<file path="src/rtl/core/ens_pkg.sv">
// ----------------------------------------------------------------------------
// ens_pkg
// Shared widths, limits, opcodes and controller/datapath interface structs
// for the energy normalize scaler.
// ----------------------------------------------------------------------------
package ens_pkg;

  localparam int SAMPLE_BITS = 16;
  localparam int FRAC_BITS   = 16;
  localparam int ACC_BITS    = 56;
  localparam int TARGET_BITS = 24;
  localparam int GAIN_BITS   = 40;
  localparam int OUT_BITS    = 32;
  localparam int OP_BITS     = 2;

  // sample magnitude needs one extra bit for the most negative code
  localparam int MAG_BITS = SAMPLE_BITS + 1;
  localparam int SQ_BITS  = 2 * MAG_BITS;
  localparam int SUM_BITS = ((ACC_BITS > SQ_BITS) ? ACC_BITS : SQ_BITS) + 1;

  // square root, one result bit per step
  localparam int ROOT_BITS = (ACC_BITS + 1) / 2;
  localparam int RAD_BITS  = 2 * ROOT_BITS;
  localparam int REM_BITS  = ROOT_BITS + 2;
  localparam int REMT_BITS = REM_BITS + 2;

  // restoring divide, one quotient bit per step
  localparam int NUM_BITS = TARGET_BITS + FRAC_BITS;
  localparam int QW_BITS  = (NUM_BITS > GAIN_BITS) ? NUM_BITS : GAIN_BITS;

  // two partial products for sample times gain
  localparam int GAIN_LO_BITS = GAIN_BITS / 2;
  localparam int GAIN_HI_BITS = GAIN_BITS - GAIN_LO_BITS;
  localparam int PLO_BITS     = MAG_BITS + GAIN_LO_BITS;
  localparam int PHI_BITS     = MAG_BITS + GAIN_HI_BITS;
  localparam int PROD_BITS    = MAG_BITS + GAIN_BITS;
  localparam int QX_BITS      = ((PROD_BITS - FRAC_BITS + 1) > (OUT_BITS + 1)) ?
                                (PROD_BITS - FRAC_BITS + 1) : (OUT_BITS + 1);

  localparam int STEP_MAX = (ROOT_BITS > NUM_BITS) ? ROOT_BITS : NUM_BITS;
  localparam int CNT_BITS = $clog2(STEP_MAX);

  localparam logic [ACC_BITS-1:0]  ACC_MAX     = '1;
  localparam logic [GAIN_BITS-1:0] GAIN_MAX    = '1;
  localparam logic [OUT_BITS-1:0]  OUT_POS_MAX = {1'b0, {(OUT_BITS-1){1'b1}}};
  localparam logic [OUT_BITS:0]    OUT_NEG_MAG = {2'b01, {(OUT_BITS-1){1'b0}}};

  typedef enum logic [OP_BITS-1:0] {
    OP_ACC     = 2'd0,
    OP_SCALE   = 2'd1,
    OP_RESTART = 2'd2
  } ens_op_t;

  typedef struct packed {
    logic acc;
    logic clr;
    logic load_sample;
    logic sqrt_init;
    logic sqrt_step;
    logic gain_zero;
    logic div_init;
    logic div_step;
    logic gain_set;
    logic mul_lo;
    logic mul_hi;
    logic load_out;
  } ens_cmd_t;

  typedef struct packed {
    logic gain_ready;
    logic root_zero;
    logic out_free;
  } ens_stat_t;

endpackage

</file>
<file path="src/rtl/core/ens_ctrl.sv">
// ----------------------------------------------------------------------------
// ens_ctrl
// Sequencer: decodes input words and steps the datapath through square
// root, divide, multiply and output load.
// ----------------------------------------------------------------------------
module ens_ctrl
  import ens_pkg::*;
(
  input  logic               clk,
  input  logic               rst_n,
  input  logic               in_valid,
  input  logic [OP_BITS-1:0] in_opcode,
  output logic               in_ready,
  input  ens_stat_t          stat,
  output ens_cmd_t           cmd
);

  typedef enum logic [7:0] {
    ST_IDLE   = 8'b0000_0001,
    ST_SQRT   = 8'b0000_0010,
    ST_CHK    = 8'b0000_0100,
    ST_DIV    = 8'b0000_1000,
    ST_SET    = 8'b0001_0000,
    ST_MUL_LO = 8'b0010_0000,
    ST_MUL_HI = 8'b0100_0000,
    ST_OUT    = 8'b1000_0000
  } ens_state_t;

  ens_state_t          state_r, state_nxt;
  logic [CNT_BITS-1:0] cnt_r, cnt_nxt;

  always_comb begin
    state_nxt = state_r;
    cnt_nxt   = cnt_r;
    cmd       = '0;
    in_ready  = 1'b0;
    case (state_r)
      ST_IDLE: begin
        in_ready = 1'b1;
        if (in_valid) begin
          case (in_opcode)
            OP_ACC:     cmd.acc = 1'b1;
            OP_RESTART: cmd.clr = 1'b1;
            OP_SCALE: begin
              cmd.load_sample = 1'b1;
              if (stat.gain_ready) begin
                state_nxt = ST_MUL_LO;
              end else begin
                cmd.sqrt_init = 1'b1;
                cnt_nxt       = '0;
                state_nxt     = ST_SQRT;
              end
            end
            default: ;
          endcase
        end
      end
      ST_SQRT: begin
        cmd.sqrt_step = 1'b1;
        cnt_nxt       = CNT_BITS'(cnt_r + 1'b1);
        if (cnt_r == CNT_BITS'(ROOT_BITS - 1)) begin
          state_nxt = ST_CHK;
        end
      end
      ST_CHK: begin
        // zero energy skips the divide
        if (stat.root_zero) begin
          cmd.gain_zero = 1'b1;
          state_nxt     = ST_MUL_LO;
        end else begin
          cmd.div_init = 1'b1;
          cnt_nxt      = '0;
          state_nxt    = ST_DIV;
        end
      end
      ST_DIV: begin
        cmd.div_step = 1'b1;
        cnt_nxt      = CNT_BITS'(cnt_r + 1'b1);
        if (cnt_r == CNT_BITS'(NUM_BITS - 1)) begin
          state_nxt = ST_SET;
        end
      end
      ST_SET: begin
        cmd.gain_set = 1'b1;
        state_nxt    = ST_MUL_LO;
      end
      ST_MUL_LO: begin
        cmd.mul_lo = 1'b1;
        state_nxt  = ST_MUL_HI;
      end
      ST_MUL_HI: begin
        cmd.mul_hi = 1'b1;
        state_nxt  = ST_OUT;
      end
      ST_OUT: begin
        if (stat.out_free) begin
          cmd.load_out = 1'b1;
          state_nxt    = ST_IDLE;
        end
      end
      default: state_nxt = ST_IDLE;
    endcase
  end

  always_ff @(posedge clk) begin
    if (!rst_n) begin
      state_r <= ST_IDLE;
      cnt_r   <= '0;
    end else begin
      state_r <= state_nxt;
      cnt_r   <= cnt_nxt;
    end
  end

`ifndef SYNTHESIS
  a_fast_scale: assert property (@(posedge clk) disable iff (!rst_n)
    (in_valid && in_ready && in_opcode == OP_SCALE && stat.gain_ready)
      |=> (state_r == ST_MUL_LO))
    else $error("scale with ready gain did not go straight to multiply");

  a_sqrt_len: assert property (@(posedge clk) disable iff (!rst_n)
    (state_r == ST_CHK) |-> ($past(state_r) == ST_SQRT &&
      $past(cnt_r) == CNT_BITS'(ROOT_BITS - 1)))
    else $error("square root left before its last step");

  a_div_len: assert property (@(posedge clk) disable iff (!rst_n)
    (state_r == ST_SET) |-> ($past(state_r) == ST_DIV &&
      $past(cnt_r) == CNT_BITS'(NUM_BITS - 1)))
    else $error("divide left before its last step");
`endif

endmodule

</file>
<file path="src/rtl/core/ens_datapath.sv">
// ----------------------------------------------------------------------------
// ens_datapath
// Energy accumulator, bit-serial square root and divider for the gain,
// split sample-times-gain multiply, rounding/saturation and output register.
// ----------------------------------------------------------------------------
module ens_datapath
  import ens_pkg::*;
(
  input  logic                       clk,
  input  logic                       rst_n,
  input  logic signed [SAMPLE_BITS-1:0] in_sample,
  input  logic                       cfg_wr_en,
  input  logic [TARGET_BITS-1:0]     cfg_wr_data,
  input  ens_cmd_t                   cmd,
  output ens_stat_t                  stat,
  output logic                       out_valid,
  input  logic                       out_ready,
  output logic signed [OUT_BITS-1:0] out_scaled_sample,
  output logic                       out_saturated,
  output logic                       out_zero_energy
);

  // control registers
  logic [TARGET_BITS-1:0] target_r, target_nxt;
  logic [ACC_BITS-1:0]    energy_r, energy_nxt;
  logic [GAIN_BITS-1:0]   gain_r, gain_nxt;
  logic                   gain_ready_r, gain_ready_nxt;
  logic                   ewz_r, ewz_nxt;
  logic                   out_valid_r, out_valid_nxt;

  // working registers
  logic [MAG_BITS-1:0]    mag_r, mag_nxt;
  logic                   neg_r, neg_nxt;
  logic [RAD_BITS-1:0]    rad_r, rad_nxt;
  logic [REM_BITS-1:0]    rem_r, rem_nxt;
  logic [ROOT_BITS-1:0]   root_r, root_nxt;
  logic [ROOT_BITS-1:0]   drem_r, drem_nxt;
  logic [NUM_BITS-1:0]    quot_r, quot_nxt;
  logic [PLO_BITS-1:0]    plo_r, plo_nxt;
  logic [PROD_BITS-1:0]   prod_r, prod_nxt;
  logic signed [OUT_BITS-1:0] out_sample_r, out_sample_nxt;
  logic                   out_sat_r, out_sat_nxt;
  logic                   out_zero_r, out_zero_nxt;

  // sample magnitude and square
  logic                   in_neg;
  logic [MAG_BITS-1:0]    in_ext, in_mag;
  logic [SQ_BITS-1:0]     acc_sq;
  logic [SUM_BITS-1:0]    acc_sum;

  // square root step
  logic [REMT_BITS-1:0]   sq_rem_t, sq_trial;
  logic                   sq_ge;

  // divide step
  logic [ROOT_BITS:0]     dv_rem_t, dv_diff;
  logic                   dv_ge;
  logic [QW_BITS-1:0]     quot_ext;

  // multiply and result
  logic [PHI_BITS-1:0]    mul_hi;
  logic                   frac_nz;
  logic [QX_BITS-1:0]     qx;
  logic [OUT_BITS:0]      neg_mag;
  logic                   res_sat;
  logic [OUT_BITS-1:0]    res_val;

  assign in_neg  = in_sample[SAMPLE_BITS-1];
  assign in_ext  = {in_sample[SAMPLE_BITS-1], in_sample};
  assign in_mag  = in_neg ? MAG_BITS'(~in_ext + 1'b1) : in_ext;
  assign acc_sq  = SQ_BITS'(in_mag) * SQ_BITS'(in_mag);
  assign acc_sum = SUM_BITS'(energy_r) + SUM_BITS'(acc_sq);

  assign sq_rem_t = {rem_r, rad_r[RAD_BITS-1 -: 2]};
  assign sq_trial = REMT_BITS'({root_r, 2'b01});
  assign sq_ge    = (sq_rem_t >= sq_trial);

  assign dv_rem_t = {drem_r, quot_r[NUM_BITS-1]};
  assign dv_diff  = dv_rem_t - {1'b0, root_r};
  assign dv_ge    = (dv_rem_t >= {1'b0, root_r});
  assign quot_ext = QW_BITS'(quot_r);

  assign mul_hi = PHI_BITS'(mag_r) * PHI_BITS'(gain_r[GAIN_BITS-1:GAIN_LO_BITS]);

  // floor for positive, ceiling of magnitude for negative
  assign frac_nz = |prod_r[FRAC_BITS-1:0];
  assign qx      = QX_BITS'(prod_r[PROD_BITS-1:FRAC_BITS]) + QX_BITS'(neg_r & frac_nz);

  always_comb begin
    neg_mag = '0;
    if (!neg_r) begin
      res_sat = (qx > QX_BITS'(OUT_POS_MAX));
      res_val = res_sat ? OUT_POS_MAX : qx[OUT_BITS-1:0];
    end else begin
      res_sat = (qx > QX_BITS'(OUT_NEG_MAG));
      neg_mag = res_sat ? OUT_NEG_MAG : qx[OUT_BITS:0];
      res_val = OUT_BITS'(~neg_mag + 1'b1);
    end
  end

  always_comb begin
    target_nxt     = cfg_wr_en ? cfg_wr_data : target_r;
    energy_nxt     = energy_r;
    gain_nxt       = gain_r;
    gain_ready_nxt = gain_ready_r;
    ewz_nxt        = ewz_r;
    mag_nxt        = mag_r;
    neg_nxt        = neg_r;
    rad_nxt        = rad_r;
    rem_nxt        = rem_r;
    root_nxt       = root_r;
    drem_nxt       = drem_r;
    quot_nxt       = quot_r;
    plo_nxt        = plo_r;
    prod_nxt       = prod_r;
    out_sample_nxt = out_sample_r;
    out_sat_nxt    = out_sat_r;
    out_zero_nxt   = out_zero_r;
    out_valid_nxt  = out_valid_r && !out_ready;

    if (cmd.acc) begin
      // saturating sum of squares
      energy_nxt     = (acc_sum > SUM_BITS'(ACC_MAX)) ? ACC_MAX : acc_sum[ACC_BITS-1:0];
      gain_ready_nxt = 1'b0;
    end
    if (cmd.clr) begin
      energy_nxt     = '0;
      gain_nxt       = '0;
      gain_ready_nxt = 1'b0;
      ewz_nxt        = 1'b0;
    end
    if (cmd.load_sample) begin
      mag_nxt = in_mag;
      neg_nxt = in_neg;
    end
    if (cmd.sqrt_init) begin
      rad_nxt  = RAD_BITS'(energy_r);
      rem_nxt  = '0;
      root_nxt = '0;
    end
    if (cmd.sqrt_step) begin
      rad_nxt  = {rad_r[RAD_BITS-3:0], 2'b00};
      rem_nxt  = sq_ge ? REM_BITS'(sq_rem_t - sq_trial) : REM_BITS'(sq_rem_t);
      root_nxt = {root_r[ROOT_BITS-2:0], sq_ge};
    end
    if (cmd.gain_zero) begin
      gain_nxt       = '0;
      ewz_nxt        = 1'b1;
      gain_ready_nxt = 1'b1;
    end
    if (cmd.div_init) begin
      quot_nxt = {target_r, {FRAC_BITS{1'b0}}};
      drem_nxt = '0;
    end
    if (cmd.div_step) begin
      drem_nxt = dv_ge ? dv_diff[ROOT_BITS-1:0] : dv_rem_t[ROOT_BITS-1:0];
      quot_nxt = {quot_r[NUM_BITS-2:0], dv_ge};
    end
    if (cmd.gain_set) begin
      gain_nxt       = (quot_ext > QW_BITS'(GAIN_MAX)) ? GAIN_MAX : quot_ext[GAIN_BITS-1:0];
      ewz_nxt        = 1'b0;
      gain_ready_nxt = 1'b1;
    end
    if (cmd.mul_lo) begin
      plo_nxt = PLO_BITS'(mag_r) * PLO_BITS'(gain_r[GAIN_LO_BITS-1:0]);
    end
    if (cmd.mul_hi) begin
      prod_nxt = (PROD_BITS'(mul_hi) << GAIN_LO_BITS) + PROD_BITS'(plo_r);
    end
    if (cmd.load_out) begin
      out_sample_nxt = res_val;
      out_sat_nxt    = res_sat;
      out_zero_nxt   = ewz_r;
      out_valid_nxt  = 1'b1;
    end
  end

  always_ff @(posedge clk) begin
    if (!rst_n) begin
      target_r     <= '0;
      energy_r     <= '0;
      gain_r       <= '0;
      gain_ready_r <= 1'b0;
      ewz_r        <= 1'b0;
      out_valid_r  <= 1'b0;
    end else begin
      target_r     <= target_nxt;
      energy_r     <= energy_nxt;
      gain_r       <= gain_nxt;
      gain_ready_r <= gain_ready_nxt;
      ewz_r        <= ewz_nxt;
      out_valid_r  <= out_valid_nxt;
    end
  end

  always_ff @(posedge clk) begin
    mag_r        <= mag_nxt;
    neg_r        <= neg_nxt;
    rad_r        <= rad_nxt;
    rem_r        <= rem_nxt;
    root_r       <= root_nxt;
    drem_r       <= drem_nxt;
    quot_r       <= quot_nxt;
    plo_r        <= plo_nxt;
    prod_r       <= prod_nxt;
    out_sample_r <= out_sample_nxt;
    out_sat_r    <= out_sat_nxt;
    out_zero_r   <= out_zero_nxt;
  end

  assign stat.gain_ready = gain_ready_r;
  assign stat.root_zero  = (root_r == '0);
  assign stat.out_free   = !out_valid_r || out_ready;

  assign out_valid         = out_valid_r;
  assign out_scaled_sample = out_sample_r;
  assign out_saturated     = out_sat_r;
  assign out_zero_energy   = out_zero_r;

`ifndef SYNTHESIS
  a_energy_grows: assert property (@(posedge clk) disable iff (!rst_n)
    !cmd.clr |=> (energy_r >= $past(energy_r)))
    else $error("energy dropped without a restart");

  a_zero_gain_out: assert property (@(posedge clk) disable iff (!rst_n)
    (out_valid_r && out_zero_r) |-> (out_sample_r == '0 && !out_sat_r))
    else $error("nonzero word with zero energy flag");

  a_load_free: assert property (@(posedge clk) disable iff (!rst_n)
    cmd.load_out |-> (!out_valid_r || out_ready))
    else $error("output register overwritten while held");
`endif

endmodule

</file>
<file path="src/rtl/core/energy_normalize_scaler.sv">
// ----------------------------------------------------------------------------
// energy_normalize_scaler
// Two-pass L2 normalization: sum of squares, then samples times a gain.
// ----------------------------------------------------------------------------
// usage
//   in channel  : in_opcode / in_sample words under in_valid / in_ready
//                 accumulate adds sample squared to the energy, restart clears
//                 it, scale gives one out word; code three is dropped
//   out channel : out_scaled_sample, out_saturated, out_zero_energy under
//                 out_valid / out_ready, held in an output register
//   cfg port    : cfg_wr_en / cfg_wr_data set the target root energy, write
//                 only while idle
//   timing      : accumulate and restart act in the idle state; a scale word with
//                 the gain already known goes through two partial products
//                 then rounding/saturation into the output register
//   gain        : the first scale word after new energy first runs 28 square
//                 root steps and 40 divide steps, one bit a cycle, plus the
//                 check and gain-set states; with zero energy the divide is
//                 skipped along with the gain-set state
//   reset       : rst_n low clears energy, gain, target and the output valid flag
//   stall       : a new word is taken while a result waits; a scale word then
//                 holds in the load cycle until out_ready frees the register
// ----------------------------------------------------------------------------
module energy_normalize_scaler
  import ens_pkg::*;
(
  input  logic                          clk,
  input  logic                          rst_n,
  input  logic                          in_valid,
  output logic                          in_ready,
  input  logic [OP_BITS-1:0]            in_opcode,
  input  logic signed [SAMPLE_BITS-1:0] in_sample,
  output logic                          out_valid,
  input  logic                          out_ready,
  output logic signed [OUT_BITS-1:0]    out_scaled_sample,
  output logic                          out_saturated,
  output logic                          out_zero_energy,
  input  logic                          cfg_wr_en,
  input  logic [TARGET_BITS-1:0]        cfg_wr_data
);

  ens_cmd_t  cmd;
  ens_stat_t stat;

  ens_ctrl u_ctrl (
    .clk       (clk),
    .rst_n     (rst_n),
    .in_valid  (in_valid),
    .in_opcode (in_opcode),
    .in_ready  (in_ready),
    .stat      (stat),
    .cmd       (cmd)
  );

  ens_datapath u_datapath (
    .clk               (clk),
    .rst_n             (rst_n),
    .in_sample         (in_sample),
    .cfg_wr_en         (cfg_wr_en),
    .cfg_wr_data       (cfg_wr_data),
    .cmd               (cmd),
    .stat              (stat),
    .out_valid         (out_valid),
    .out_ready         (out_ready),
    .out_scaled_sample (out_scaled_sample),
    .out_saturated     (out_saturated),
    .out_zero_energy   (out_zero_energy)
  );

endmodule

</file>
<file path="config.mk">
export PLATFORM = sky130hd
export DESIGN_NAME = energy_normalize_scaler
export DESIGN_NICKNAME = d
export VERILOG_FILES = /design/src/rtl/core/ens_pkg.sv /design/src/rtl/core/ens_ctrl.sv /design/src/rtl/core/ens_datapath.sv /design/src/rtl/core/energy_normalize_scaler.sv
export SDC_FILE = /design/constraint.sdc
export NUM_CORES = 2
export LEC_CHECK = 0
export BUFFER_PORTS_ARGS = -buffer_cell sky130_fd_sc_hd__buf_2
export CAP_MARGIN = 25
export CORE_MARGIN = 5
export CORE_UTILIZATION = 60
export DETAILED_ROUTE_END_ITERATION = 10
export GPL_TIMING_DRIVEN = 0
export PLACE_DENSITY = 0.76
export SLEW_MARGIN = 15
export SYNTH_ARGS = -nofsm -noshare
export SYNTH_HDL_FRONTEND = slang
export SYNTH_HIERARCHICAL = 1
export SYNTH_SLANG_ARGS = --single-unit
</file>
<file path="constraint.sdc">
create_clock -name clk -period 14.34 [get_ports clk]
set_input_delay 2.868 -clock clk [delete_from_list [all_inputs] [get_ports clk]]
set_output_delay 2.868 -clock clk [all_outputs]
set_load 0.01 [all_outputs]
</file>
==> impl_metrics.toml <==
[clock_network]
cts.path.max_buffers = 3
cts_max_level = 2
clock_tree.root_cell = "clkbuf_16"
clk_latency_ns = 0.63
cts_resized = 0
cts_buffers = 51
path_clk_slew_ns = 0.07
postCtsSetupRepairBufs = 0
hold_buffers = 0
tritoncts = "done"
clock-sinks = 465

[layout]
nNetsFinal = 7346
utilization_pct = 64.6
drive_gt1_share_pct = 4.93
finalNonFillerCells = 7348
syn_to_final_growth_pct = 7.24
num-fill-cells = 7474

[drt]
firstDrtPassIters = 9
drt_iter0_drc = 3602
routedWlPerCell_um = 20.2
dr_total_vias = 42400
ant_nets = 0
post_drt_via_cell_ratio = 5.77
totalWireLength_um = 148000
drc = 0

[worst_setup_path]
cp-start-kind = "primary input"
path_class = "primary input to flop"
endpoint = "u_datapath/energy_r[28]"
endpoint_kind = "flop"
path_common_cell = "inv_1"
r2r_slack_ns = 5.67
crit_start = "in_sample[0]"
cp_max_fo = 10
r2r_start = "u_datapath/gain_r[25]"
critPathSlowestCell = "xnor2_1"
rr_worst_depth = 28
critPathMaxStageDelay_ns = 0.75
arrival_ns = 13.41
r2r-end = "u_datapath/prod_r[56]"
required_ns = 14.83

[logic_synthesis]
synth.avg_cell_area_um2 = 9.28
synth_warnings = 6
synth_ff_type = "edfxtp_1"
synth_compound_area_share_pct = 9.51
synth_xor_area_share_pct = 3.46
synth-async-reset-ratio_pct = 0
ys_ff_latch = 465
yosysSeqAreaShare_pct = 22.9
synthSimpleGateAreaFrac_pct = 16.0
synth_top_family_by_area = "adder cells"
syn_inst = 5926
synth.area.mux_share_pct = 1.59
synth_cell_type_count = 109
synth-edff-count = 326
syn-cell-area_mm2 = 0.0550
synth_fa_ha_area_share_pct = 37.3

[floorplan]
die-area_mm2 = 0.0978
num_rows = 111
chipHeight_um = 313
ioPinCount = 83
die_w_um = 313
core_mm2 = 0.0912
initial_core_util_pct = 60.3

[worst_hold_path]
hold_path.class = "flop to flop"

[power_and_ir_drop]
p_comb_share_pct = 65.8
switchingPower_mw = 3.82
p_int_mw = 4.43
switching_share_pct = 46.3
pwr-share-clk_pct = 16.1
p_leak_nw = 27.8
ir_drop_mv = 0.566
power_density_mw_per_mm2 = 140
p_total_mw = 8.25
sequentialPowerShare_pct = 18.1

[sta]
fin_setup_tns_ns = 0
period_needed_ns = 12.93
rsz0062_at_grt = "false"
relSlewSlack_pct = 25.9
period_share_pct = 90.2
setup_violations = 0
finalHoldViolCount = 0
fmax_mhz = 77.4
worst_pin_slew_ns = 1.11
slew_viol_final = 0
fin_worst_skew_ns = 0.0176

[global_routing]
antenna_found_initial = 5
grtUsageTotal_pct = 30.5
grt_max_degree = 55
grt_pass1_vias = 43500
grt_pass1_wl_um = 236000
overflow = 0

[placed_design]
io_buffer_count = 81
dp.cells = 7251
routabilityCongestion = 1.01
hpwl_um = 120000

[run_status]
status = "complete, no violations"

[run]
cap_viol_max_count = 0
[worst max-delay path: cells and delay by family]
family	cells	cell delay [ns]
adder cells (fa/ha/maj)	8	3.71
AO/OA/AOI/OAI	9	2.15
buffers and inverters	13	2.76
AND/OR/NAND/NOR	5	1.13
XOR/XNOR	1	0.75
[power by group through the flow]
stage | clock [mW] | combinational (mW) | sequential [mW]
finish | 1.33 | 5.43 | 1.49
global route | 1.42 | 6.18 | 1.49
CTS | 1.36 | 5.40 | 1.49
detailed placement | 0 | 5.33 | 1.52
global placement | 0 | 5.25 | 1.52
floorplan | 0 | 4.14 | 1.51
[per-stage QoR]
step | hold slack, ns | area (µm²) | setup slack (ns)
2_1_floorplan | 0.400 | 55100 | 3.56
3_3_place_gp | 0.402 | 57000 | 0.679
3_5_place_dp | 0.405 | 57200 | 0.924
4_1_cts | 0.418 | 59000 | 1.55
5_1_grt | 0.422 | 59000 | 0.853
6_report | 0.416 | 59000 | 1.41
[worst min path at each step]
stage                              start               endpoint  slack (ns)  cells past startpoint
finish              u_datapath/plo_r[16]  u_datapath/prod_r[16]        0.42                      0
CTS                 u_datapath/plo_r[16]  u_datapath/prod_r[16]        0.42                      0
global placement     u_datapath/plo_r[1]   u_datapath/prod_r[1]        0.40                      0
floorplan            u_datapath/plo_r[0]   u_datapath/prod_r[0]        0.40                      0
global route        u_datapath/plo_r[19]  u_datapath/prod_r[19]        0.42                      0
detailed placement  u_datapath/plo_r[11]  u_datapath/prod_r[11]        0.41                      0
[state kept, by name, summed over array words and instances (netlist names), 6 cells and up]
signal                        flops
u_datapath/drem_r                28
u_datapath/root_r                28
u_ctrl/cnt_r                      6
u_ctrl/state_r                    8
u_datapath/gain_r                40
u_datapath/target_r              24
u_datapath/energy_r              56
u_datapath/mag_r                 17
u_datapath/plo_r                 37
u_datapath/prod_r                57
u_datapath/rad_r                 56
u_datapath/out_scaled_sample     32
u_datapath/quot_ext              40
u_datapath/rem_r                 30
[cells in the mapped netlist, types with 7 or more instances]
master | n | area (µm²)
inv_1 | 1049 | 3940
nand2_1 | 841 | 3160
fa_1 | 761 | 15200
ha_1 | 420 | 5260
edfxtp_1 | 326 | 9790
nor2_1 | 256 | 961
clkbuf_1 | 246 | 923
and2_1 | 241 | 1510
a21oi_1 | 225 | 1130
o21ai_0 | 194 | 971
dfxtp_1 | 139 | 2780
xnor2_1 | 138 | 1210
nor2b_1 | 84 | 526
nand3_1 | 82 | 410
nor3_1 | 77 | 385
a21o_1 | 75 | 563
xor2_1 | 75 | 657
mux2i_1 | 57 | 571
a22oi_1 | 51 | 383
and3_1 | 39 | 244
nand4_1 | 39 | 244
o21a_1 | 34 | 255
a31oi_1 | 32 | 200
a211oi_1 | 29 | 218
mux2_2 | 27 | 304
nor4_1 | 25 | 156
o21bai_1 | 24 | 180
nand2b_1 | 23 | 144
or3_1 | 21 | 131
o31ai_1 | 19 | 143
or2_2 | 15 | 93.8
nor3b_1 | 14 | 105
a21boi_0 | 13 | 97.6
a221oi_1 | 12 | 105
and4_1 | 12 | 105
buf_2 | 12 | 60.1
a311oi_1 | 11 | 96.3
nor4b_1 | 9 | 78.8
o211ai_1 | 9 | 67.6
buf_6 | 8 | 90.1
clkinv_1 | 8 | 30.0
o221a_2 | 7 | 78.8
[cell families (layout without fill, tap and decap cells)]
kind of cell             after synthesis  in the layout
AO/OA/AOI/OAI                        816            816
AND/OR/NAND/NOR                     1825           1825
adder cells (fa/ha/maj)             1181           1181
flip-flops                           465            465
XOR/XNOR                             215            215
other                                  2             43
multiplexers                          84             84
buffers and inverters               1338           1533
[layout make-up]
class / count / area [µm²] / area share, %
antenna: 1 / 2.50 / 0.00424
buffer: 279 / 1150 / 1.96
clock buffer: 64 / 1430 / 2.42
clock inverter: 32 / 284 / 0.482
inverter: 1059 / 3980 / 6.74
multi-input combinational: 4163 / 37500 / 63.5
sequential: 465 / 12600 / 21.3
tap: 1186 / 1480 / 2.52
timing repair buffer: 99 / 603 / 1.02
[metal layers]
metal | GRT usage, % | up-vias | part of all wire (%)
met3 | 5.79 | 440 | 8.4
met1 | 39.1 | 20800 | 39
met2 | 50.1 | 1782 | 46
met5 | 0 | - | 0.018
met4 | 14.7 | 4 | 6.2
li1 | - | 19400 | -
[layout by cell type (no fill, tap or decap), types with 25 or more instances in the layout]
master / count
ha_1: 420
nand2_1: 841
nor2b_1: 84
o21a_1: 34
a31oi_1: 32
nor4_1: 25
nand3_1: 82
mux2i_1: 57
clkbuf_1: 252
edfxtp_1: 326
buf_2: 95
dfxtp_1: 139
nor3_1: 77
conb_1: 42
clkbuf_16: 54
mux2_2: 27
nand4_1: 39
inv_1: 1048
a21o_1: 75
o21ai_0: 194
xnor2_1: 137
and3_1: 39
fa_1: 761
a211oi_1: 29
nor2_1: 255
xor2_1: 75
a21oi_1: 225
a22oi_1: 51
and2_1: 241
Note: power is estimated with default switching activity, not from simulation.
